<file path="config.mk">
export PLATFORM = sky130hd
export DESIGN_NAME = arq_sender_window_core_flat
export DESIGN_NICKNAME = d
export VERILOG_FILES = /design/src/sv/asw_pkg.sv /design/src/sv/asw_cmd_if.sv /design/src/sv/asw_res_if.sv /design/src/sv/asw_ack_ram.sv /design/src/sv/asw_out_reg.sv /design/src/sv/asw_seq.sv /design/src/sv/arq_sender_window_core.sv /design/src/flat_wrapper.sv
export VERILOG_INCLUDE_DIRS = /design/src /design/src/sv
export SDC_FILE = /design/constraint.sdc
export NUM_CORES = 1
export LEC_CHECK = 0
export BUFFER_PORTS_ARGS = -buffer_cell sky130_fd_sc_hd__buf_2
export CAP_MARGIN = 0
export CORE_AREA = 5 5 146 148
export DETAILED_ROUTE_END_ITERATION = 8
export DIE_AREA = 0 0 151 153
export MAX_ROUTING_LAYER = met4
export PLACE_DENSITY = 0.67
export SLEW_MARGIN = 15
export SYNTH_ARGS = -nofsm -noshare
export SYNTH_HDL_FRONTEND = slang
export SYNTH_SLANG_ARGS = --single-unit
</file>
<file path="constraint.sdc">
create_clock -name clk -period 10.45 [get_ports clk]
set_input_delay 1.045 -clock clk [delete_from_list [all_inputs] [get_ports clk]]
set_output_delay 1.045 -clock clk [all_outputs]
set_load 0.01 [all_outputs]
</file>
<file path="src/sv/arq_sender_window_core_assert.svh">
// assertion macros shared by the window core
`ifndef ARQ_SENDER_WINDOW_CORE_ASSERT_SVH
`define ARQ_SENDER_WINDOW_CORE_ASSERT_SVH

// same-cycle implication, checked outside reset
`define ASW_ASSERT_IMP(label, clk_s, rstn_s, ante, cons, msg) \
	label: assert property (@(posedge clk_s) disable iff (!rstn_s) (ante) |-> (cons)) \
		else $error(msg);

// next-cycle implication, checked outside reset
`define ASW_ASSERT_NXT(label, clk_s, rstn_s, ante, cons, msg) \
	label: assert property (@(posedge clk_s) disable iff (!rstn_s) (ante) |=> (cons)) \
		else $error(msg);

`endif

</file>
<file path="src/sv/asw_pkg.sv">
package asw_pkg;

	// field widths of the channels and the configuration port
	localparam int OPCODE_W   = 2;
	localparam int ACK_W      = 6;
	localparam int NUM_W      = 6;
	localparam int MODE_W     = 2;
	localparam int WIN_LEN_W  = 4;
	localparam int TOTAL_W    = 7;
	localparam int CFG_IDX_W  = 2;
	localparam int CFG_DATA_W = 7;

	// register values after reset
	localparam logic [WIN_LEN_W-1:0] WIN_LEN_RST = 4'd4;
	localparam logic [TOTAL_W-1:0]   TOTAL_RST   = 7'd11;

	typedef enum logic [OPCODE_W-1:0] {
		OP_SEND    = 2'd0,
		OP_ACK     = 2'd1,
		OP_TIMEOUT = 2'd2,
		OP_RESTART = 2'd3
	} op_t;

	typedef enum logic [MODE_W-1:0] {
		MODE_SAW  = 2'd0,
		MODE_GBN  = 2'd1,
		MODE_SR   = 2'd2,
		MODE_NONE = 2'd3
	} mode_t;

	typedef enum logic [CFG_IDX_W-1:0] {
		CFG_MODE  = 2'd0,
		CFG_WIN   = 2'd1,
		CFG_TOTAL = 2'd2
	} cfg_idx_t;

	typedef enum logic [2:0] {
		ST_CLEAR,
		ST_IDLE,
		ST_SCAN,
		ST_FLUSH,
		ST_SLIDE,
		ST_STATUS
	} state_t;

	// one result word
	typedef struct packed {
		logic             has_packet;
		logic [NUM_W-1:0] send_number;
		logic             last_of_run;
		logic             transfer_done;
	} res_word_t;

	// sequencer status seen by the top level
	typedef struct packed {
		logic idle;
		logic clearing;
		logic base_le_next;
		logic base_zero;
	} seq_stat_t;

endpackage

</file>
<file path="src/sv/asw_cmd_if.sv">
interface asw_cmd_if;
	logic                         valid;
	logic                         ready;
	logic [asw_pkg::OPCODE_W-1:0] opcode;
	logic [asw_pkg::ACK_W-1:0]    ack_number;

	modport source (output valid, output opcode, output ack_number, input ready);
	modport sink (input valid, input opcode, input ack_number, output ready);
endinterface

</file>
<file path="src/sv/asw_res_if.sv">
interface asw_res_if;
	logic                      valid;
	logic                      ready;
	logic                      has_packet;
	logic [asw_pkg::NUM_W-1:0] send_number;
	logic                      last_of_run;
	logic                      transfer_done;

	modport source (output valid, output has_packet, output send_number, output last_of_run,
		output transfer_done, input ready);
	modport sink (input valid, input has_packet, input send_number, input last_of_run,
		input transfer_done, output ready);
endinterface

</file>
<file path="src/sv/asw_ack_ram.sv">
module asw_ack_ram #(
	parameter int DEPTH = 64,
	parameter int AW    = 6
) (
	input  logic          clk,
	input  logic          we,
	input  logic [AW-1:0] waddr,
	input  logic          wdata,
	input  logic          re,
	input  logic [AW-1:0] raddr,
	output logic          rdata
);

	logic mem [DEPTH];
	logic rdata_q;

	// one write port, one registered read port
	always_ff @(posedge clk) begin
		if (we) begin
			mem[waddr] <= wdata;
		end
		if (re) begin
			rdata_q <= mem[raddr];
		end
	end

	assign rdata = rdata_q;

endmodule

</file>
<file path="src/sv/asw_out_reg.sv">
module asw_out_reg (
	input  logic                clk,
	input  logic                arst_n,
	input  logic                push_vld,
	input  asw_pkg::res_word_t  push_word,
	output logic                out_free,
	asw_res_if.source           res
);

	logic               vld_q;
	asw_pkg::res_word_t word_q;

	assign out_free = !vld_q || res.ready;

	// output holding register
	always_ff @(posedge clk or negedge arst_n) begin
		if (!arst_n) begin
			vld_q <= 1'b0;
		end else if (push_vld) begin
			vld_q <= 1'b1;
		end else if (res.ready) begin
			vld_q <= 1'b0;
		end
	end

	always_ff @(posedge clk) begin
		if (push_vld) begin
			word_q <= push_word;
		end
	end

	assign res.valid         = vld_q;
	assign res.has_packet    = word_q.has_packet;
	assign res.send_number   = word_q.send_number;
	assign res.last_of_run   = word_q.last_of_run;
	assign res.transfer_done = word_q.transfer_done;

endmodule

</file>
<file path="src/sv/asw_seq.sv">
module asw_seq #(
	parameter int MAX_PACKETS = 64,
	parameter int PW          = 7,
	parameter int WW          = 4,
	parameter int AW          = 6
) (
	input  logic                clk,
	input  logic                arst_n,
	asw_cmd_if.sink             cmd,
	input  asw_pkg::mode_t      mode,
	input  logic [PW-1:0]       total_eff,
	input  logic [WW-1:0]       win_eff,
	output logic                push_vld,
	output asw_pkg::res_word_t  push_word,
	input  logic                out_free,
	output logic                ram_we,
	output logic [AW-1:0]       ram_waddr,
	output logic                ram_wdata,
	output logic                ram_re,
	output logic [AW-1:0]       ram_raddr,
	input  logic                ram_rdata,
	output asw_pkg::seq_stat_t  stat
);

	localparam int SW = ((PW > WW) ? PW : WW) + 1;
	localparam int KW = (PW > asw_pkg::ACK_W) ? PW : asw_pkg::ACK_W;

	asw_pkg::state_t state_q, state_d;
	asw_pkg::op_t    op_q;
	asw_pkg::op_t    op_in;

	logic [PW-1:0] base_q, next_q, cur_q, end_q;
	logic          s1_vld_q, pend_vld_q;
	logic [AW-1:0] s1_addr_q, pend_q;

	logic          accept;
	logic [SW-1:0] sum_x;
	logic [PW-1:0] nr, lim, base_inc, end_saw, end_gbn, end_sr, ack_inc;
	logic          base_lt_total;
	logic [KW-1:0] ack_k, base_k, nr_k, total_k, pend_k;
	logic          ack_in_total, saw_hit, gbn_hit;
	logic [AW-1:0] ack_a;
	logic          cand, emit_mid, scan_stall, cur_lt_end, scan_issue, scan_done;
	logic          cur_lt_total, slide_stop, slide_issue, clr_last;
	asw_pkg::res_word_t status_word, pend_word;

	assign op_in  = asw_pkg::op_t'(cmd.opcode);
	assign accept = cmd.valid && cmd.ready;

	// window limits and ack checks
	always_comb begin
		sum_x         = SW'(base_q) + SW'(win_eff);
		lim           = (sum_x < SW'(total_eff)) ? sum_x[PW-1:0] : total_eff;
		nr            = (next_q < base_q) ? base_q : next_q;
		base_lt_total = base_q < total_eff;
		base_inc      = base_q + PW'(1);
		end_saw       = base_lt_total ? base_inc : base_q;
		end_gbn       = (lim > nr) ? lim : nr;
		end_sr        = (lim > base_q) ? lim : base_q;
		ack_k         = KW'(cmd.ack_number);
		base_k        = KW'(base_q);
		nr_k          = KW'(nr);
		total_k       = KW'(total_eff);
		ack_in_total  = ack_k < total_k;
		saw_hit       = base_lt_total && (ack_k == base_k);
		gbn_hit       = (ack_k >= base_k) && (ack_k < nr_k) && ack_in_total;
		ack_inc       = ack_k[PW-1:0] + PW'(1);
		ack_a         = ack_k[AW-1:0];
	end

	// scan and slide pipeline conditions
	always_comb begin
		cand         = s1_vld_q && ((mode != asw_pkg::MODE_SR) || !ram_rdata);
		emit_mid     = cand && pend_vld_q;
		scan_stall   = emit_mid && !out_free;
		cur_lt_end   = cur_q < end_q;
		scan_issue   = !scan_stall && cur_lt_end;
		scan_done    = !s1_vld_q && !cur_lt_end;
		cur_lt_total = cur_q < total_eff;
		slide_stop   = (s1_vld_q && !ram_rdata) || (!s1_vld_q && !cur_lt_total);
		slide_issue  = cur_lt_total;
		clr_last     = cur_q == PW'(MAX_PACKETS - 1);
	end

	// result words
	always_comb begin
		pend_k                    = KW'(pend_q);
		status_word.has_packet    = 1'b0;
		status_word.send_number   = '0;
		status_word.last_of_run   = 1'b1;
		status_word.transfer_done = !base_lt_total;
		pend_word.has_packet      = 1'b1;
		pend_word.send_number     = pend_k[asw_pkg::NUM_W-1:0];
		pend_word.last_of_run     = 1'b0;
		pend_word.transfer_done   = !base_lt_total;
	end

	// next state
	always_comb begin
		state_d = state_q;
		case (state_q)
			asw_pkg::ST_CLEAR: begin
				if (clr_last) begin
					state_d = asw_pkg::ST_IDLE;
				end
			end
			asw_pkg::ST_IDLE: begin
				if (cmd.valid) begin
					case (op_in)
						asw_pkg::OP_SEND: begin
							state_d = (mode == asw_pkg::MODE_NONE) ? asw_pkg::ST_STATUS
								: asw_pkg::ST_SCAN;
						end
						asw_pkg::OP_ACK: begin
							state_d = (mode == asw_pkg::MODE_SR && ack_in_total)
								? asw_pkg::ST_SLIDE : asw_pkg::ST_STATUS;
						end
						default: state_d = asw_pkg::ST_STATUS;
					endcase
				end
			end
			asw_pkg::ST_SCAN: begin
				if (scan_done) begin
					state_d = asw_pkg::ST_FLUSH;
				end
			end
			asw_pkg::ST_FLUSH: begin
				if (out_free) begin
					state_d = asw_pkg::ST_IDLE;
				end
			end
			asw_pkg::ST_SLIDE: begin
				if (slide_stop) begin
					state_d = asw_pkg::ST_STATUS;
				end
			end
			asw_pkg::ST_STATUS: begin
				if (out_free) begin
					state_d = (op_q == asw_pkg::OP_RESTART) ? asw_pkg::ST_CLEAR
						: asw_pkg::ST_IDLE;
				end
			end
			default: state_d = asw_pkg::ST_IDLE;
		endcase
	end

	// outputs: handshake, memory ports and result pushes
	always_comb begin
		cmd.ready = 1'b0;
		ram_we    = 1'b0;
		ram_waddr = cur_q[AW-1:0];
		ram_wdata = 1'b0;
		ram_re    = 1'b0;
		ram_raddr = cur_q[AW-1:0];
		push_vld  = 1'b0;
		push_word = status_word;
		case (state_q)
			asw_pkg::ST_CLEAR: begin
				ram_we = 1'b1;
			end
			asw_pkg::ST_IDLE: begin
				cmd.ready = 1'b1;
				if (cmd.valid && op_in == asw_pkg::OP_ACK && mode == asw_pkg::MODE_SR
					&& ack_in_total) begin
					ram_we    = 1'b1;
					ram_waddr = ack_a;
					ram_wdata = 1'b1;
				end
			end
			asw_pkg::ST_SCAN: begin
				ram_re    = scan_issue;
				push_vld  = emit_mid && out_free;
				push_word = pend_word;
			end
			asw_pkg::ST_FLUSH: begin
				push_vld = out_free;
				if (pend_vld_q) begin
					push_word             = pend_word;
					push_word.last_of_run = 1'b1;
				end
			end
			asw_pkg::ST_SLIDE: begin
				ram_re = !slide_stop && slide_issue;
			end
			asw_pkg::ST_STATUS: begin
				push_vld = out_free;
			end
			default: ;
		endcase
	end

	// state register
	always_ff @(posedge clk or negedge arst_n) begin
		if (!arst_n) begin
			state_q <= asw_pkg::ST_CLEAR;
		end else begin
			state_q <= state_d;
		end
	end

	// window registers and scan cursor
	always_ff @(posedge clk or negedge arst_n) begin
		if (!arst_n) begin
			op_q       <= asw_pkg::OP_SEND;
			base_q     <= '0;
			next_q     <= '0;
			cur_q      <= '0;
			end_q      <= '0;
			s1_vld_q   <= 1'b0;
			pend_vld_q <= 1'b0;
		end else begin
			case (state_q)
				asw_pkg::ST_CLEAR: begin
					cur_q <= cur_q + PW'(1);
				end
				asw_pkg::ST_IDLE: begin
					if (accept) begin
						op_q       <= op_in;
						s1_vld_q   <= 1'b0;
						pend_vld_q <= 1'b0;
						case (op_in)
							asw_pkg::OP_RESTART: begin
								base_q <= '0;
								next_q <= '0;
							end
							asw_pkg::OP_SEND: begin
								case (mode)
									asw_pkg::MODE_SAW: begin
										cur_q  <= base_q;
										end_q  <= end_saw;
										next_q <= base_lt_total ? base_inc : nr;
									end
									asw_pkg::MODE_GBN: begin
										cur_q  <= nr;
										end_q  <= end_gbn;
										next_q <= end_gbn;
									end
									asw_pkg::MODE_SR: begin
										cur_q  <= base_q;
										end_q  <= end_sr;
										next_q <= end_sr;
									end
									default: next_q <= nr;
								endcase
							end
							asw_pkg::OP_ACK: begin
								case (mode)
									asw_pkg::MODE_SAW: begin
										if (saw_hit) begin
											base_q <= base_inc;
											next_q <= base_inc;
										end else begin
											next_q <= nr;
										end
									end
									asw_pkg::MODE_GBN: begin
										next_q <= nr;
										if (gbn_hit) begin
											base_q <= ack_inc;
										end
									end
									asw_pkg::MODE_SR: begin
										next_q <= nr;
										cur_q  <= base_q;
									end
									default: next_q <= nr;
								endcase
							end
							default: begin
								next_q <= (mode == asw_pkg::MODE_GBN) ? base_q : nr;
							end
						endcase
					end
				end
				asw_pkg::ST_SCAN: begin
					if (!scan_stall) begin
						if (cand) begin
							pend_vld_q <= 1'b1;
						end
						s1_vld_q <= scan_issue;
						if (scan_issue) begin
							cur_q <= cur_q + PW'(1);
						end
					end
				end
				asw_pkg::ST_SLIDE: begin
					if (slide_stop) begin
						s1_vld_q <= 1'b0;
						next_q   <= (next_q < base_q) ? base_q : next_q;
					end else begin
						if (s1_vld_q) begin
							base_q <= base_inc;
						end
						s1_vld_q <= slide_issue;
						if (slide_issue) begin
							cur_q <= cur_q + PW'(1);
						end
					end
				end
				asw_pkg::ST_STATUS: begin
					if (out_free && op_q == asw_pkg::OP_RESTART) begin
						cur_q <= '0;
					end
				end
				default: ;
			endcase
		end
	end

	// scan payload: address in flight and held candidate
	always_ff @(posedge clk) begin
		if (state_q == asw_pkg::ST_SCAN && !scan_stall) begin
			if (cand) begin
				pend_q <= s1_addr_q;
			end
			s1_addr_q <= cur_q[AW-1:0];
		end
	end

	assign stat.idle         = state_q == asw_pkg::ST_IDLE;
	assign stat.clearing     = state_q == asw_pkg::ST_CLEAR;
	assign stat.base_le_next = (base_q <= next_q) || (state_q == asw_pkg::ST_SLIDE);
	assign stat.base_zero    = base_q == '0;

endmodule

</file>
<file path="src/sv/arq_sender_window_core.sv">
// arq sender window: send rounds, acks, timeouts and restarts for three arq modes
// ack, timeout and mode-free events put their single word in the output stage once
// it is free; a send round scans the window slots, and a selective-repeat ack slides
// the base with one ack-map read per slot before its word; events go one at a time
// and the next word is taken the cycle after the last push, or after a restart's clearing pass
// reset: registers take their defaults and a clearing pass over all MAX_PACKETS entries wipes
`include "arq_sender_window_core_assert.svh"

module arq_sender_window_core #(
	parameter int MAX_PACKETS = 64,
	parameter int MAX_WINDOW  = 8
) (
	input  logic                             clk,
	input  logic                             arst_n,
	input  logic                             cfg_we,
	input  logic [asw_pkg::CFG_IDX_W-1:0]    cfg_index,
	input  logic [asw_pkg::CFG_DATA_W-1:0]   cfg_wdata,
	asw_cmd_if.sink                          cmd,
	asw_res_if.source                        res
);

	// the ack map with cmd.ready low; a restart runs the same pass after its word
	localparam int PW = $clog2(MAX_PACKETS + 1);
	localparam int WW = $clog2(MAX_WINDOW + 1);
	localparam int AW = $clog2(MAX_PACKETS);
	localparam int TW = (PW > asw_pkg::TOTAL_W) ? PW : asw_pkg::TOTAL_W;
	localparam int LW = (WW > asw_pkg::WIN_LEN_W) ? WW : asw_pkg::WIN_LEN_W;

	asw_pkg::mode_t                 mode_q;
	logic [asw_pkg::WIN_LEN_W-1:0]  win_len_q;
	logic [asw_pkg::TOTAL_W-1:0]    pkt_total_q;

	logic [TW-1:0]      total_x;
	logic [LW-1:0]      win_x;
	logic [PW-1:0]      total_eff;
	logic [WW-1:0]      win_eff;
	logic               push_vld, out_free;
	asw_pkg::res_word_t push_word;
	logic               ram_we, ram_wdata, ram_re, ram_rdata;
	logic [AW-1:0]      ram_waddr, ram_raddr;
	asw_pkg::seq_stat_t stat;
	logic               restart_acc;

	// configuration registers
	always_ff @(posedge clk or negedge arst_n) begin
		if (!arst_n) begin
			mode_q      <= asw_pkg::MODE_SAW;
			win_len_q   <= asw_pkg::WIN_LEN_RST;
			pkt_total_q <= asw_pkg::TOTAL_RST;
		end else if (cfg_we) begin
			case (asw_pkg::cfg_idx_t'(cfg_index))
				asw_pkg::CFG_MODE:  mode_q <= asw_pkg::mode_t'(cfg_wdata[asw_pkg::MODE_W-1:0]);
				asw_pkg::CFG_WIN:   win_len_q <= cfg_wdata[asw_pkg::WIN_LEN_W-1:0];
				asw_pkg::CFG_TOTAL: pkt_total_q <= cfg_wdata[asw_pkg::TOTAL_W-1:0];
				default: ;
			endcase
		end
	end

	// clamp window and total into range
	always_comb begin
		total_x   = TW'(pkt_total_q);
		win_x     = LW'(win_len_q);
		total_eff = (total_x > TW'(MAX_PACKETS)) ? PW'(MAX_PACKETS) : total_x[PW-1:0];
		if (win_x == '0) begin
			win_eff = WW'(1);
		end else if (win_x > LW'(MAX_WINDOW)) begin
			win_eff = WW'(MAX_WINDOW);
		end else begin
			win_eff = win_x[WW-1:0];
		end
	end

	asw_seq #(
		.MAX_PACKETS (MAX_PACKETS),
		.PW          (PW),
		.WW          (WW),
		.AW          (AW)
	) u_seq (
		.clk       (clk),
		.arst_n    (arst_n),
		.cmd       (cmd),
		.mode      (mode_q),
		.total_eff (total_eff),
		.win_eff   (win_eff),
		.push_vld  (push_vld),
		.push_word (push_word),
		.out_free  (out_free),
		.ram_we    (ram_we),
		.ram_waddr (ram_waddr),
		.ram_wdata (ram_wdata),
		.ram_re    (ram_re),
		.ram_raddr (ram_raddr),
		.ram_rdata (ram_rdata),
		.stat      (stat)
	);

	asw_ack_ram #(
		.DEPTH (MAX_PACKETS),
		.AW    (AW)
	) u_ack_ram (
		.clk   (clk),
		.we    (ram_we),
		.waddr (ram_waddr),
		.wdata (ram_wdata),
		.re    (ram_re),
		.raddr (ram_raddr),
		.rdata (ram_rdata)
	);

	asw_out_reg u_out_reg (
		.clk       (clk),
		.arst_n    (arst_n),
		.push_vld  (push_vld),
		.push_word (push_word),
		.out_free  (out_free),
		.res       (res)
	);

	// restart word taken this cycle
	assign restart_acc = cmd.valid && cmd.ready && (cmd.opcode == asw_pkg::OP_RESTART);

	// checks on the sequencer and output stage
	`ASW_ASSERT_IMP(a_no_word_in_clear, clk, arst_n, stat.clearing, !cmd.ready, "taken in clear")
	`ASW_ASSERT_IMP(a_base_le_next, clk, arst_n, stat.idle, stat.base_le_next, "base past next")
	`ASW_ASSERT_IMP(a_push_free, clk, arst_n, push_vld, out_free, "push into full stage")
	`ASW_ASSERT_NXT(a_restart_base, clk, arst_n, restart_acc, stat.base_zero, "base not cleared")

endmodule
</file>
<file path="src/flat_wrapper.sv">
// flat-port wrapper written by rule: the top's interface ports become plain ports
module arq_sender_window_core_flat 
#(
	parameter int MAX_PACKETS = 64,
	parameter int MAX_WINDOW  = 8
)
  (clk, arst_n, cfg_we, cfg_index, cfg_wdata, cmd_valid, cmd_opcode, cmd_ack_number, cmd_ready, res_valid, res_has_packet, res_send_number, res_last_of_run, res_transfer_done, res_ready);
  asw_cmd_if cmd_i ();
  asw_res_if res_i ();
  input  logic clk;
  input  logic arst_n;
  input  logic cfg_we;
  input  logic [asw_pkg::CFG_IDX_W-1:0] cfg_index;
  input  logic [asw_pkg::CFG_DATA_W-1:0] cfg_wdata;
  input wire logic [$bits(cmd_i.valid)-1:0] cmd_valid;
  input wire logic [$bits(cmd_i.opcode)-1:0] cmd_opcode;
  input wire logic [$bits(cmd_i.ack_number)-1:0] cmd_ack_number;
  output wire logic [$bits(cmd_i.ready)-1:0] cmd_ready;
  output wire logic [$bits(res_i.valid)-1:0] res_valid;
  output wire logic [$bits(res_i.has_packet)-1:0] res_has_packet;
  output wire logic [$bits(res_i.send_number)-1:0] res_send_number;
  output wire logic [$bits(res_i.last_of_run)-1:0] res_last_of_run;
  output wire logic [$bits(res_i.transfer_done)-1:0] res_transfer_done;
  input wire logic [$bits(res_i.ready)-1:0] res_ready;
  assign cmd_i.valid = cmd_valid;
  assign cmd_i.opcode = cmd_opcode;
  assign cmd_i.ack_number = cmd_ack_number;
  assign cmd_ready = cmd_i.ready;
  assign res_valid = res_i.valid;
  assign res_has_packet = res_i.has_packet;
  assign res_send_number = res_i.send_number;
  assign res_last_of_run = res_i.last_of_run;
  assign res_transfer_done = res_i.transfer_done;
  assign res_i.ready = res_ready;
  arq_sender_window_core #(.MAX_PACKETS(MAX_PACKETS), .MAX_WINDOW(MAX_WINDOW)) u_core (.clk(clk), .arst_n(arst_n), .cfg_we(cfg_we), .cfg_index(cfg_index), .cfg_wdata(cfg_wdata), .cmd(cmd_i), .res(res_i));
endmodule
</file>
# Word-level counts from Yosys, hierarchy flattened
# Memories as Yosys holds them, arrays and structs flattened. A register that Yosys moved wholly into a read port is not among the register bits.
# Cells that the tools add are included.
[totals]
register_bits = 70
latch_bits = 0
mem_bits_rw = 64
mem_bits_ro = 0
inputBits = 22
wordCells = 196
memories = 1
[mem_list]
columns = ["name", "words", "word_bits", "read_ports", "rd_ports_with_merged_regs", "wr", "line", "text"]
rows = [
  ["u_core.u_ack_ram.mem", 64, 1, 1, 1, 1, "asw_ack_ram.sv:14", "logic mem [DEPTH];"],
]
[classes]
add_sub_neg = 4
mul = 0
div = 0
n_lt_le_gt_ge = 12
eq_ne = 37
n_shift = 0
muxes = 68
n_bitwise = 0
n_reduce_logical = 56
[op_table]
columns = ["cell", "count"]
rows = [
  ["7-bit 2-to-1 mux", 24],
  ["7-bit one-hot mux with 2 select lines", 6],
  ["7-bit one-hot mux with 3 select lines", 3],
  ["7-bit one-hot mux with 5 select lines", 1],
  ["2-bit inequality test, second input constant", 15],
  ["7-bit < comparator", 4],
  ["3-bit 2-to-1 mux", 7],
  ["1-bit logical AND", 19],
  ["3-bit one-hot mux with 6 select lines", 1],
  ["9-bit one-hot mux with 2 select lines", 1],
  ["4-bit inequality test, second input constant", 4],
  ["7-bit by 1-bit adder with 7-bit output, second input constant", 2],
  ["7-bit greater-than comparator", 2],
  ["6-bit by 7-bit < comparator with 1-bit output", 2],
  ["1-bit 2-to-1 mux", 14],
  ["6-bit 2-to-1 mux", 2],
  ["2-bit equality test, second input constant", 5],
  ["10-bit AND reduction", 1],
  ["2-bit AND reduction", 5],
  ["1-bit logical NOT", 9],
  ["9-bit 2-to-1 mux", 1],
  ["3-bit inequality test, second input constant", 3],
  ["7-bit by 4-bit adder with 8-bit output", 1],
  ["8-bit by 7-bit < comparator with 1-bit output", 1],
  ["26 further kinds", 44],
]

# Depth between registers and ports, before layout
# Gate-level depths: netlist (run 1).
[logic_depth]
depth_word = 12
ltp_mapped = 26
ltp_nobuf = 24

# Cells and area by module
# Synthesis (run 1) repeated with hierarchy kept, for this count alone.
[unflattened]
cells_unflattened = 955
area_unflattened_um2 = 9297.7
[modules_own_cells]
columns = ["mod", "instances", "cells_each", "area_per_inst_um2"]
rows = [
  ["asw_seq", 1, 678, 5425.2],
  ["asw_ack_ram", 1, 224, 2966.6],
  ["arq_sender_window_core", 1, 41, 588.1],
  ["asw_out_reg", 1, 12, 317.8],
]

# Worst setup path after synthesis (run 1)
# OpenSTA, ideal clock, no wires.
[synth_timing]
kind = "register to register"
from = "reg u_core.win_len_q[1] in the netlist's numbering"
to = "reg u_core.u_seq.next_q[2]"
t_arrival_ns = 4.789
t_required_ns = 10.321
path_slack_ns = 5.533
stages_incl_launch_ff = 25
period_less_slack_ns = 4.917
path_cell_list = "dfrtp_1 -> nor2_1 -> nor2_1 -> nor2_1 -> ha_1 -> inv_1 -> fa_1 -> nor2b_1 -> o31ai_1 -> xnor2_1 -> ha_1 -> a21oi_1 -> and3_1 -> o21ai_0 -> or4b_1 -> nand2_1 -> ha_1 -> a211oi_1 -> nor2_1 -> o31a_1 -> buf_1 -> or2_2 -> o311ai_0 -> a31oi_1 -> a2111o_1"
[synth_between]
elab_chain_cells = 12
[synth_lines]
columns = ["item", "line", "text"]
rows = [
  ["start: declaration", "arq_sender_window_core.sv:30", "logic [asw_pkg::WIN_LEN_W-1:0] win_len_q;"],
  ["start signal: assignment", "arq_sender_window_core.sv:48", "win_len_q <= asw_pkg::WIN_LEN_RST;"],
  ["start signal: assignment", "arq_sender_window_core.sv:53", "asw_pkg::CFG_WIN: win_len_q <= cfg_wdata[asw_pkg::WIN_LEN_W-1:0];"],
  ["4-bit greater-than comparator", "arq_sender_window_core.sv:67", "end else if (win_x > LW'(MAX_WINDOW)) begin"],
  ["4-bit 2-to-1 mux", "arq_sender_window_core.sv:67", ""],
  ["4-bit 2-to-1 mux *", "arq_sender_window_core.sv:65", "if (win_x == '0) begin"],
  ["7-bit by 4-bit adder with 8-bit output *", "asw_seq.sv:52", "sum_x = SW'(base_q) + SW'(win_eff);"],
  ["8-bit by 7-bit < comparator with 1-bit output", "asw_seq.sv:53", "lim = (sum_x < SW'(total_eff)) ? sum_x[PW-1:0] : total_eff;"],
  ["7-bit 2-to-1 mux *", "asw_seq.sv:53", ""],
  ["7-bit greater-than comparator, on equally long branches", "asw_seq.sv:59, asw_seq.sv:58", ""],
  ["7-bit 2-to-1 mux, on equally long branches", "asw_seq.sv:59, asw_seq.sv:58", ""],
  ["7-bit one-hot mux with 3 select lines *", "asw_seq.sv:227", "case (mode)"],
  ["7-bit one-hot mux with 3 select lines *", "asw_seq.sv:221", "case (op_in)"],
  ["7-bit 2-to-1 mux *", "asw_seq.sv:217", "if (accept) begin"],
  ["7-bit one-hot mux with 2 select lines *", "asw_seq.sv:212", "case (state_q)"],
  ["end signal: assignment", "asw_seq.sv:231", "next_q <= base_lt_total ? base_inc : nr;"],
  ["end signal: assignment", "asw_seq.sv:236", "next_q <= end_gbn;"],
  ["end signal: assignment", "asw_seq.sv:241", "next_q <= end_sr;"],
  ["end: declaration", "asw_seq.sv:32", "logic [PW-1:0] base_q, next_q, cur_q, end_q;"],
]
# Mark *: on every way between the ends. The rest lies on a longest branch, timed or not. The select of a mux whose other input is x is not followed.
# A chain may end at the register's enable or synchronous reset.

# Worst setup path in the final report (run 1)
[layout_timing]
from = "reg u_core.u_seq.base_q[0] (netlist: u_core.u_seq.base_k[0])"
to = "reg u_core.u_seq.next_q[2]"
[layout_between]
elab_chain_cells = 9
[layout_lines]
columns = ["item", "line", "text"]
rows = [
  ["start: declaration", "asw_seq.sv:32", ""],
  ["start signal: assignment", "asw_seq.sv:250", "base_q <= base_inc;"],
  ["start signal: assignment", "asw_seq.sv:259", "base_q <= ack_inc;"],
  ["start signal: assignment", "asw_seq.sv:292", "base_q <= base_inc;"],
  ["7-bit by 4-bit adder with 8-bit output", "asw_seq.sv:52", ""],
  ["8-bit by 7-bit < comparator with 1-bit output", "asw_seq.sv:53", ""],
  ["7-bit 2-to-1 mux", "asw_seq.sv:53", ""],
  ["7-bit greater-than comparator, on equally long branches", "asw_seq.sv:59, asw_seq.sv:58", ""],
  ["7-bit 2-to-1 mux, on equally long branches", "asw_seq.sv:59, asw_seq.sv:58", ""],
  ["7-bit one-hot mux with 3 select lines", "asw_seq.sv:227", ""],
  ["7-bit one-hot mux with 3 select lines", "asw_seq.sv:221", ""],
  ["7-bit 2-to-1 mux", "asw_seq.sv:217", ""],
  ["7-bit one-hot mux with 2 select lines *", "asw_seq.sv:212", ""],
]
# Marks and branches as above.

==> summary.txt, run 1 <==
Final layout
  – Final nets: 1091
  – Share of layout cells above drive strength 1: 15.0%
  – Fin util: around 53%
  – Layout area overhead: 8.92%
  – Fin area: 10600 sq um
  – Ant diodes: 0
  – Fill cell count: between 1.5k and 2k

Worst setup path
  – WP data arrival: around 6 ns
  – Reg2reg setup slack: 4.74 ns
  – Reg2reg path depth: 20
  – Worst r2r dst: u_core.u_seq.next_q[2]
  – Worst EP required: ~11 ns
  – Reg-to-reg startpoint: u_core.u_seq.base_k[0]
  – Setup crit start: u_core.u_seq.base_k[0]
  – Worst setup endpoint: u_core.u_seq.next_q[2]
  – Crit. End Element: register
  – Crit Path Category: reg -> reg
  – Crit-path max FO: 16
  – Crit path launch type: register

Route
  – Post-route ant nets: 0
  – Residual DRC: 0
  – Total wire length: roughly 28000 um
  – DR vias: between 8k and 9k
  – WL per Instance: 21.9 um
  – Avg Vias per Cell: 6.43
  – Initial detailed-routing violation count: 840
  – Drt pass-1 iters: 7

Clock network
  – Htree depth: 4
  – Clock Latency Late Sink: 0.42 ns
  – CTS tree: done
  – Maximum clock insertion buffer count: 2
  – CTS root buf: clkbuf_16
  – Number of CTS-inserted buffers: 17
  – Clock transition at the registers of the reported paths: about 0.070 ns
  – # hold bufs at CTS: 0
  – PostCTS Resize Cnt: 0
  – Sinks on Clock Net: 135
  – Setup bufs post-CTS: 0

Timing
  – Final Hold Violating Endpoints: 0
  – Fmax achieved: 175 MHz
  – Unrepaired setup endpoints after global routing: no
  – Tmin final: about 5.7 ns
  – Final Max Tran Viols: 0
  – Slew margin rel.: 33.9%
  – Final worst-path cycle share: 54.6%
  – # setup viols final: 0
  – Worst Tran Pin Value: 0.964 ns
  – Fin Clk Skew: 0.0168 ns
  – Setup TNS: 0 ns

GRT
  – Number of global-route vias before repair: 7711
  – First-pass GRT wire length: between 40000 and 50000 um
  – Largest net degree at the start of global routing: 77
  – Global Route Usage Sum: between 20% and 30%
  – Gr ovfl total: 0
  – Initial antenna violation count: 0

Floorplan
  – Die W: ~150 um
  – I/O Pins: 33
  – Die height: 153 um
  – Starting density of the core: roughly half
  – Std-Cell Core Area: 19900 sq um
  – Site row count: between 50 and 60
  – Die Area: 23100 sq um

Logic synthesis
  – Avg Cell Area, Syn: approximately 10 sq um
  – Distinct cells, synth: 91
  – Asr flop ratio synth: 36.3%
  – Seq/Total Area, Yosys: 39.2%
  – Syn_nets: ~1.1k
  – Post-Syn Instances: 988
  – Top FF cell, synth: edfxtp_1
  – Number of synthesized flops with an enable pin: 86
  – Netlist Area Pre-Place: 9720 sq um
  – Synth Register Bits: 135
  – Synth Warn #: 0

Place
  – Final Wtd Congestion: around 1.0
  – Cell Area, Placed: about 10000 sq um
  – Input/output buffers: 32
  – HPWL Detailed: 20100 um

Pwr
  – Lkg Pwr: 3.88 nW
  – Max VDD drop: 0.111 mV
  – Tot Pwr: roughly 1.5 mW
  – PwrDens: approximately 140 nW/um^2

Flow run
  – Max_cap viols: 0

Status
  – Status: completed

Worst hold path
  – HP Class: reg -> reg
==> kinds of logic after synthesis <==
| family | count (synthesis) | share of synthesized area (%) |
|---|---|---|
| AND/OR/NAND/NOR | 353 | 18.7 |
| flip-flops | 135 | 39.2 |
| XOR/XNOR | 16 | 1.44 |
| AO/OA/AOI/OAI | 265 | 18.9 |
| multiplexers | 50 | 8.06 |
| adder cells (fa/ha/maj) | 72 | 9.35 |
| buffers and inverters | 97 | 4.38 |
==> synth_stat cells, types with 8 or more instances <==
| library cell | count | area share [%] |
|---|---|---|
| nand2b_1 | 16 | 1.0 |
| nor2_2 | 8 | 0.52 |
| a211oi_1 | 18 | 1.4 |
| dfrtp_1 | 45 | 12 |
| mux2_2 | 16 | 1.9 |
| clkbuf_1 | 23 | 0.89 |
| ha_1 | 71 | 9.1 |
| nand3_1 | 28 | 1.4 |
| o211ai_1 | 11 | 0.85 |
| nand2_1 | 91 | 3.5 |
| inv_1 | 42 | 1.6 |
| a31oi_1 | 14 | 0.90 |
| a21o_1 | 12 | 0.93 |
| nor3_1 | 30 | 1.5 |
| or2_2 | 8 | 0.52 |
| and2_1 | 17 | 1.1 |
| nor2b_1 | 9 | 0.58 |
| a21oi_1 | 53 | 2.7 |
| buf_2 | 20 | 1.0 |
| o31ai_1 | 11 | 0.85 |
| o22ai_1 | 9 | 0.58 |
| o21ai_0 | 47 | 2.4 |
| mux4_2 | 21 | 4.9 |
| xnor2_1 | 15 | 1.4 |
| nor2_1 | 84 | 3.2 |
| a22oi_1 | 8 | 0.62 |
| edfxtp_1 | 86 | 27 |
| mux2i_1 | 13 | 1.3 |
| o2111ai_1 | 9 | 0.81 |
| nand4_1 | 15 | 0.97 |
==> critical path, cell delays in order (launching register included) <==
cell and delay [ns]:
dfrtp_1 0.73, ha_1 0.29, inv_1 0.06, fa_1 0.42, nor2b_1 0.16, o31ai_1 0.09
xnor2_1 0.33, ha_1 0.34, a21oi_1 0.12, and3_1 0.18, o21a_1 0.36, a21oi_1 0.18
or2_2 0.33, ha_1 0.32, nand3b_1 0.09, a21oi_1 0.16, o31a_1 0.36, inv_1 0.12
o311ai_0 0.45, a31oi_1 0.15, a2111o_1 0.36
==> where the power goes <==
part / internal [mW] / switching, mW / total [mW]
sequential: 0.577 / 0.0126 / 0.589
combinational: 0.108 / 0.199 / 0.308
clock: 0.329 / 0.244 / 0.574
==> registers in the layout, indices dropped and copies added, names as in the netlist, 3 cells and up <==
name / flops
u_core.u_ack_ram.mem: 64
u_core.pkt_total_q: 7
u_core.u_seq.base_k: 7
u_core.u_seq.cur_q: 7
u_core.u_seq.end_q: 7
u_core.u_seq.next_q: 7
u_core.u_out_reg.res.send_number: 6
u_core.u_seq.pend_q: 6
u_core.u_seq.s1_addr_q: 6
u_core.win_len_q: 4
u_core.u_seq.state_q: 3
==> final cells by class <==
type / count / area, sq um / share of cell area, %
Multi-Input combinational cell: 756 / 5480 / 51.8
Sequential cell: 135 / 3810 / 36.0
Clock buffer: 18 / 429 / 4.05
Tap cell: 270 / 338 / 3.19
Timing Repair Buffer: 41 / 228 / 2.15
Inverter: 46 / 175 / 1.66
Clock inverter: 14 / 123 / 1.16
==> per-layer routing <==
layer  up-vias  wire (um)  GRT usage, %
met2       480      12100          35.3
met5         -          0             -
met4         0       1010          8.64
met1      3901      12100          36.9
met3        92       2840          4.86
li1       3757          -             -
==> worst min path at each step <==
stage	depth (start not counted)	slack, ns	endpoint	from
floorplan	0	0.40	u_core.u_seq.pend_q[0]	u_core.u_seq.s1_addr_q[0]
global placement	0	0.40	u_core.u_seq.pend_q[3]	u_core.u_seq.s1_addr_q[3]
detailed placement	0	0.40	u_core.u_seq.pend_q[2]	u_core.u_seq.s1_addr_q[2]
CTS	0	0.42	u_core.u_seq.pend_q[2]	u_core.u_seq.s1_addr_q[2]
global route	0	0.42	u_core.u_seq.pend_q[3]	u_core.u_seq.s1_addr_q[3]
finish	0	0.42	u_core.u_seq.pend_q[2]	u_core.u_seq.s1_addr_q[2]
==> cell usage in the layout (no fill, tap or decap), types with 7 or more instances in the layout <==
master,synthesis,routed
nand2_1,91,91
edfxtp_1,86,86
nor2_1,84,84
ha_1,71,71
a21oi_1,53,53
o21ai_0,47,47
dfrtp_1,45,45
inv_1,42,42
buf_2,20,32
nor3_1,30,30
nand3_1,28,28
mux4_2,21,21
a211oi_1,18,18
and2_1,17,17
clkbuf_16,0,17
nand2b_1,16,16
mux2_2,16,16
xnor2_1,15,15
nand4_1,15,15
a31oi_1,14,14
mux2i_1,13,13
a21o_1,12,12
o31ai_1,11,11
o211ai_1,11,11
nor2b_1,9,9
o22ai_1,9,9
o2111ai_1,9,9
buf_4,1,9
or2_2,8,8
a22oi_1,8,8
nor2_2,8,8
and3_1,7,7
o21a_1,7,7
nand3b_1,7,7
==> stage by stage <==
stage                     worst slack (ns)  hold slack, ns  cells
after CTS                             4.84           0.419   1280
after detailed placement              4.87           0.405   1248
after global routing                  4.34           0.423   1280
final                                 4.74           0.417   1280
after global placement                4.99           0.403   1248
after floorplan                       5.53           0.400    988
Note: power is estimated with default switching activity, not from simulation.
==> run 2, diff against run 1 <==
- PLACE_DENSITY: 0.67 -> 0.69
- clock period: 10.45 -> 4.7 ns (I/O delays scaled with it)
==> run 2 against run 1 <==
  * The run now ends with setup timing left
  * Non-clock buffer count up 81
  * Sequential power increased by 120%
  * Die area is the same
  * Fmax grew 19%
  * Utilization up 5.2 points
  * Wire length up 9.0%
  * Clock power up 150%
  * Combinational power grew to 3.1 times the previous value
  * Global-route usage increased by 1.7 points
  * Final area rose by 9.8%
==> summary.txt, run 2 (synthesis gave the netlist of run 1 again) <==
Timing
  – Final worst-path cycle share: 102%
  – Fmax achieved: between 200 and 250 MHz
  – Fin Clk Skew: around 0.011 ns
  – Slew margin rel.: 42.3%
  – Final worst setup slack: -0.0770 ns
  – Final Hold Violating Endpoints: 0
  – Tmin final: 4.78 ns
  – # setup viols final: 3
  – WHS: about 0.18 ns
  – Final Max Tran Viols: 0
  – Unrepaired setup endpoints after global routing: yes
  – Worst Tran Pin Value: 0.865 ns

Clock network
  – CTS tree: done
  – Htree depth: 4
  – Number of CTS-inserted buffers: 17
  – # hold bufs at CTS: 0
  – Sinks on Clock Net: 135
  – CTS root buf: clkbuf_16
  – Clock Latency Late Sink: 0.43 ns
  – Maximum clock insertion buffer count: 2
  – Clock transition at the registers of the reported paths: 0.06 ns

Pwr
  – Logic pwr share: 26.1%
  – Clk pwr share: 38.7%
  – Max VDD drop: 0.297 mV
  – Flop pwr share: 35.3%
  – Switch Pwr: 1.13 mW
  – P_int: ~2.6 mW
  – PwrDens: 318 nW/um^2
  – Switch share: 30.5%
  – Lkg Pwr: between 4 and 5 nW

Worst setup path
  – Worst r2r dst: u_core.u_seq.end_q[4]
  – Worst EP required: 4.98 ns
  – Critical Path Max Stage Delay: 0.58 ns
  – Crit path launch type: register
  – Crit-path max FO: 4
  – Reg2reg setup slack: -0.08 ns
  – CP dominant cell by count: nor2_1
  – Crit. End Element: register
  – Reg2reg path depth: 22
  – CP max-delay cell: or4b_4
  – Reg-to-reg startpoint: u_core.win_len_q[2]
  – WP data arrival: 5.06 ns
  – Crit-path cells: nor2_1 > nor2_1 > nor2_1 > ha_2 > buf_4 > a21o_1 > a21oi_2 > xnor2_1 > ha_1 > o2111a_1 > o31a_1 > or4b_4 > nand2_4 > ha_4 > a211oi_2 > o21bai_1 > o21a_1 > buf_6 > a211oi_2 > a311oi_2 > o311ai_1 > o221ai_1
  – Crit Path Category: reg -> reg

Place
  – Inst Count DP: about 1.3k
  – Input/output buffers: 32
  – DP Worst Slack: -0.176 ns
  – HPWL Detailed: 21500 um
  – Final Wtd Congestion: 1.00

Final layout
  – Commonest non-fill, non-tap cell in the layout: nand2_1
  – Layout area overhead: 19.6%
  – Final nets: 1172
  – Max reg flops: 64
  – Commonest cells after routing, fill and taps aside: 87 x nand2_1, 86 x buf_4, 86 x edfxtp_1, 82 x nor2_1, 66 x ha_1
  – Ant diodes: 0
  – Largest register by flop count: u_core.u_ack_ram.mem
  – Fin util: 58.4%
  – Share of layout cells above drive strength 1: a little over a quarter
  – Final std cells w/o fill: 1361

Route
  – WL per Instance: 22.4 um
  – Residual DRC: 0
  – Initial detailed-routing violation count: 1201
  – Post-route ant nets: 0
  – DR vias: 8780
  – Total wire length: 30500 um
  – Avg Vias per Cell: 6.45
  – Drt pass-1 iters: 8

GRT
  – Gr ovfl total: 0
  – Largest net degree at the start of global routing: 50
  – Number of global-route vias before repair: 8232
  – First-pass GRT wire length: between 40000 and 50000 um
  – Global Route Usage Sum: 27.0%
  – Initial antenna violation count: 0

Floorplan
  – Site row count: 52
  – Die height: about 150 um
  – Die W: 151 um
  – Die Area: ~23000 sq um
  – Starting density of the core: 48.8%
  – I/O Pins: 33
  – Std-Cell Core Area: approximately 20000 sq um

Worst hold path
  – HP Class: in -> async

Flow run
  – Max_cap viols: 0

Status
  – Status: finished, violations left
  – Failing checks: setup timing
run 2: how the worst max path moves through the flow:
stage                              to  slack [ns]  cells past startpoint                 from
5_1_grt         u_core.u_seq.end_q[4]       -0.31                     24  u_core.win_len_q[1]
3_5_place_dp   u_core.u_seq.next_q[2]       -0.18                     22  u_core.win_len_q[2]
6_report        u_core.u_seq.end_q[4]       -0.08                     22  u_core.win_len_q[2]
2_1_floorplan  u_core.u_seq.next_q[2]        0.02                     24  u_core.win_len_q[1]
3_3_place_gp   u_core.u_seq.next_q[2]       -0.08                     22  u_core.win_len_q[2]
4_1_cts         u_core.u_seq.end_q[4]       0.008                     24  u_core.win_len_q[1]
run 2: power by group through the flow:
| stage | combinational [mW] | clock (mW) | sequential [mW] |
|---|---|---|---|
| final | 0.963 | 1.43 | 1.30 |
| after global routing | 1.04 | 1.50 | 1.31 |
| after CTS | 0.873 | 1.44 | 1.30 |
| after detailed placement | 0.800 | 0 | 1.33 |
| after global placement | 0.798 | 0 | 1.33 |
| after floorplan | 0.487 | 0 | 1.32 |
run 2: per-stage QoR:
step / TNS, ns / area (sq um) / power (mW)
floorplan: 0 / 9730 / 1.81
global placement: -0.244 / 10600 / 2.12
detailed placement: -1.08 / 10600 / 2.13
CTS: 0 / 11400 / 3.61
global route: -2.84 / 11600 / 3.84
finish: -0.161 / 11600 / 3.70
run 2: critical path: cells and delay by family (launching register included):
family | cells | cell delay (ns)
AOI/OAI and AO/OA | 11 | 2.03
xor gates and xnor gates | 1 | 0.24
adders and majority gates | 3 | 0.69
and+or+nand+nor | 5 | 0.86
DFF | 1 | 0.53
buffers and inverters | 2 | 0.26
run 2: metal layers:
metal | vias up | GRT usage, % | share of wire, %
met5 | - | - | 0
met4 | 0 | 9.37 | 3.5
met3 | 103 | 6.60 | 11
met2 | 553 | 38.3 | 44
met1 | 4198 | 37.9 | 42
li1 | 3926 | - | -
run 2: what timing repair did:
item	4_1_cts	5_1_grt
pin swaps	22	39
endpoints found under the setup margin	13	14
resized for setup	29	46
setup buffers	9	1
run 2: cell type report:
type | count | area, sq um
Clock buffer | 21 | 460
Clock inverter | 11 | 163
Fill cell | 1740 | 8290
Inverter | 46 | 175
Multi-Input combinational cell | 756 | 5820
Sequential cell | 135 | 3810
Tap cell | 270 | 338
Timing Repair Buffer | 122 | 851
==> run 3, diff against run 2 <==
- SETUP_SLACK_MARGIN: default -> 0.5
- SLEW_MARGIN: 15 -> 20
==> run 3 against run 2 <==
  * The flow now finishes without violations
  * Highest routed layer unchanged
  * Via count down 0.79%
  * Final cell count down 0.81%
  * Non-clock buffer count down 11
  * Clock skew down 0.0014 ns
  * Wire length down 1.5%
  * Critical path depth down 2
  * Critical endpoint unchanged
==> summary.txt, run 3 (synthesis gave the netlist of run 1 again) <==
Status
  – Status: completed

Final layout
  – Final nets: roughly 1.2k
  – Commonest non-fill, non-tap cell in the layout: nand2_1
  – Ant diodes: 0
  – Largest register by flop count: u_core.u_ack_ram.mem
  – Multi-input gate area: 5710 sq um
  – Max reg flops: 64
  – Share of layout cells above drive strength 1: between 20% and 30%
  – Layout area overhead: 17.2%
  – Commonest cells after routing, fill and taps aside: 89 x nand2_1, 86 x edfxtp_1, 83 x nor2_1, 76 x buf_4, 68 x ha_1
  – Fin area: 11400 sq um
  – Register area: 3810 sq um
  – Fill cell count: 1762

Route
  – Drt pass-1 iters: 8
  – Total wire length: 30100 um
  – Residual DRC: 0
  – DR vias: about 8.7k
  – WL per Instance: roughly 22 um
  – Initial detailed-routing violation count: ~1.3k
  – Avg Vias per Cell: 6.45
  – Post-route ant nets: 0

Timing
  – Worst Tran Pin Value: between 0.8 and 0.9 ns
  – Tmin final: between 4 and 5 ns
  – Final worst-path cycle share: a little over nine tenths
  – Final Hold Violating Endpoints: 0
  – Final Max Tran Viols: 0
  – Unrepaired setup endpoints after global routing: yes
  – Slew margin rel.: 46.1%
  – Fmax achieved: 216 MHz
  – Fin Clk Skew: 0.00915 ns
  – Setup TNS: 0 ns
  – # setup viols final: 0

Floorplan
  – Starting density of the core: 48.8%
  – Die height: 153 um
  – I/O Pins: 33
  – Die W: between 150 and 200 um
  – Die Area: 23100 sq um
  – Site row count: 52
  – Std-Cell Core Area: 19900 sq um

GRT
  – Global Route Usage Sum: 27.0%
  – Met1 Usage GRT: between 30% and 40%
  – Largest net degree at the start of global routing: 50
  – Initial antenna violation count: 0
  – First-pass GRT wire length: around 47000 um
  – Met3 Use GR: 5.95%
  – Gr ovfl total: 0
  – GRT busiest layer: met2
  – Met2 GRT Util: 38.1%
  – Number of global-route vias before repair: ~8.5k

Pwr
  – Logic pwr share: 25.3%
  – Flop pwr share: 36.8%
  – P_int: 2.40 mW
  – Lkg Pwr: 4.28 nW
  – Switch Pwr: 1.14 mW
  – Max VDD drop: between 0.2 and 0.25 mV
  – PwrDens: 311 nW/um^2
  – Clk pwr share: 37.9%
  – Switch share: 32.1%

Clock network
  – Sinks on Clock Net: 135
  – Number of CTS-inserted buffers: 17
  – Clock Latency Late Sink: 0.43 ns
  – CTS root buf: clkbuf_16
  – Clock transition at the registers of the reported paths: 0.07 ns
  – # hold bufs at CTS: 0
  – Htree depth: 4
  – CTS tree: done
  – Maximum clock insertion buffer count: 2

Worst setup path
  – Worst EP required: just under 5 ns
  – Crit Path Category: reg -> reg
  – Crit-path max FO: 4
  – Crit path launch type: register
  – Reg2reg path depth: 20
  – Crit-path cells: buf_4 > nand2b_1 > inv_1 > ha_1 > a21o_1 > a21oi_2 > xnor2_1 > ha_1 > o2111a_1 > o31a_1 > or4b_4 > nand2_4 > ha_4 > a211oi_2 > nor2_1 > o31a_1 > inv_1 > a211oi_1 > o311ai_1 > o221ai_1
  – Reg-to-reg startpoint: u_core.win_len_q[1]
  – Critical Path Max Stage Delay: about 0.58 ns
  – Crit. End Element: register
  – Reg2reg setup slack: roughly 0.069 ns
  – WP data arrival: 4.91 ns
  – Worst r2r dst: u_core.u_seq.end_q[4]
  – CP max-delay cell: or4b_4

Place
  – Input/output buffers: 32
  – Final Wtd Congestion: 1.04
  – Cell Area, Placed: 10600 sq um
  – HPWL Detailed: 21700 um

Worst hold path
  – HP Class: in -> async

Flow run
  – Max_cap viols: 0
-- run 3: cell types whose count changed in the layout (fill, tap and decap cells not counted), sizes merged --
cell / before / now
clkinvlp: 0 / 2
bufinv: 3 / 1
clkbuf: 21 / 17
inv: 49 / 53
buf: 122 / 111
-- run 3: area by class of cell --
class	instances	area share [%]
sequential	135	33.5
multi-input combinational	756	50.1
tap	270	2.97
clock buffer	17	3.74
timing repair buffer	111	6.71
inverter	46	1.54
clock inverter	15	1.44
-- run 3: power by group through the flow --
stage          logic (mW)  registers, mW  clock network (mW)
2_1_floorplan       0.505           1.32                   0
3_3_place_gp        0.790           1.33                   0
3_5_place_dp        0.809           1.33                   0
4_1_cts             0.851           1.30                1.35
5_1_grt             0.969           1.30                1.41
6_report            0.894           1.30                1.34
-- run 3: worst max-delay path, delay by kind of cell (launching register included) --
kind / cells / cell delay (ns)
AOI/OAI and AO/OA: 9 / 1.85
and+or+nand+nor: 4 / 0.90
adders and majority gates: 3 / 0.81
DFF: 1 / 0.38
buffers and inverters: 3 / 0.36
xor gates and xnor gates: 1 / 0.19
-- run 3: worst max path at each step --
stage | slack (ns) | end | from | cells after the start
after floorplan | 0.14 | u_core.u_seq.next_q[2] | u_core.win_len_q[1] | 24
after global placement | 0.01 | u_core.u_seq.next_q[2] | u_core.win_len_q[2] | 23
after detailed placement | -0.10 | u_core.u_seq.end_q[4] | u_core.win_len_q[2] | 23
after CTS | 0.09 | u_core.u_seq.next_q[2] | u_core.win_len_q[2] | 23
after global routing | -0.20 | u_core.u_seq.next_q[2] | u_core.win_len_q[2] | 23
final | 0.07 | u_core.u_seq.end_q[4] | u_core.win_len_q[1] | 20
-- run 3: timing repair --
action | in CTS | in global routing
pin swaps | 26 | 11
setup endpoints to repair | 14 | 21
resized for setup | 17 | 16
setup buffers | 5 | 0
-- run 3: layer usage --
metal | part of all wire (%) | vias up
li1 | - | 3911
met4 | 3.7 | 0
met2 | 44 | 514
met5 | 0 | -
met1 | 42 | 4180
met3 | 11 | 106
-- run 3: per-stage QoR --
stage                     instances  hold slack, ns  util [%]  worst slack [ns]  power [mW]
final                          1350           0.169      57.2            0.0687        3.54
after CTS                      1350           0.188      56.8            0.0919        3.50
after detailed placement       1313           0.407      53.3            -0.103        2.13
after floorplan                 988           0.174         -             0.137        1.82
after global placement         1313           0.402      53.3            0.0150        2.12
after global routing           1350           0.219      57.2            -0.199        3.68
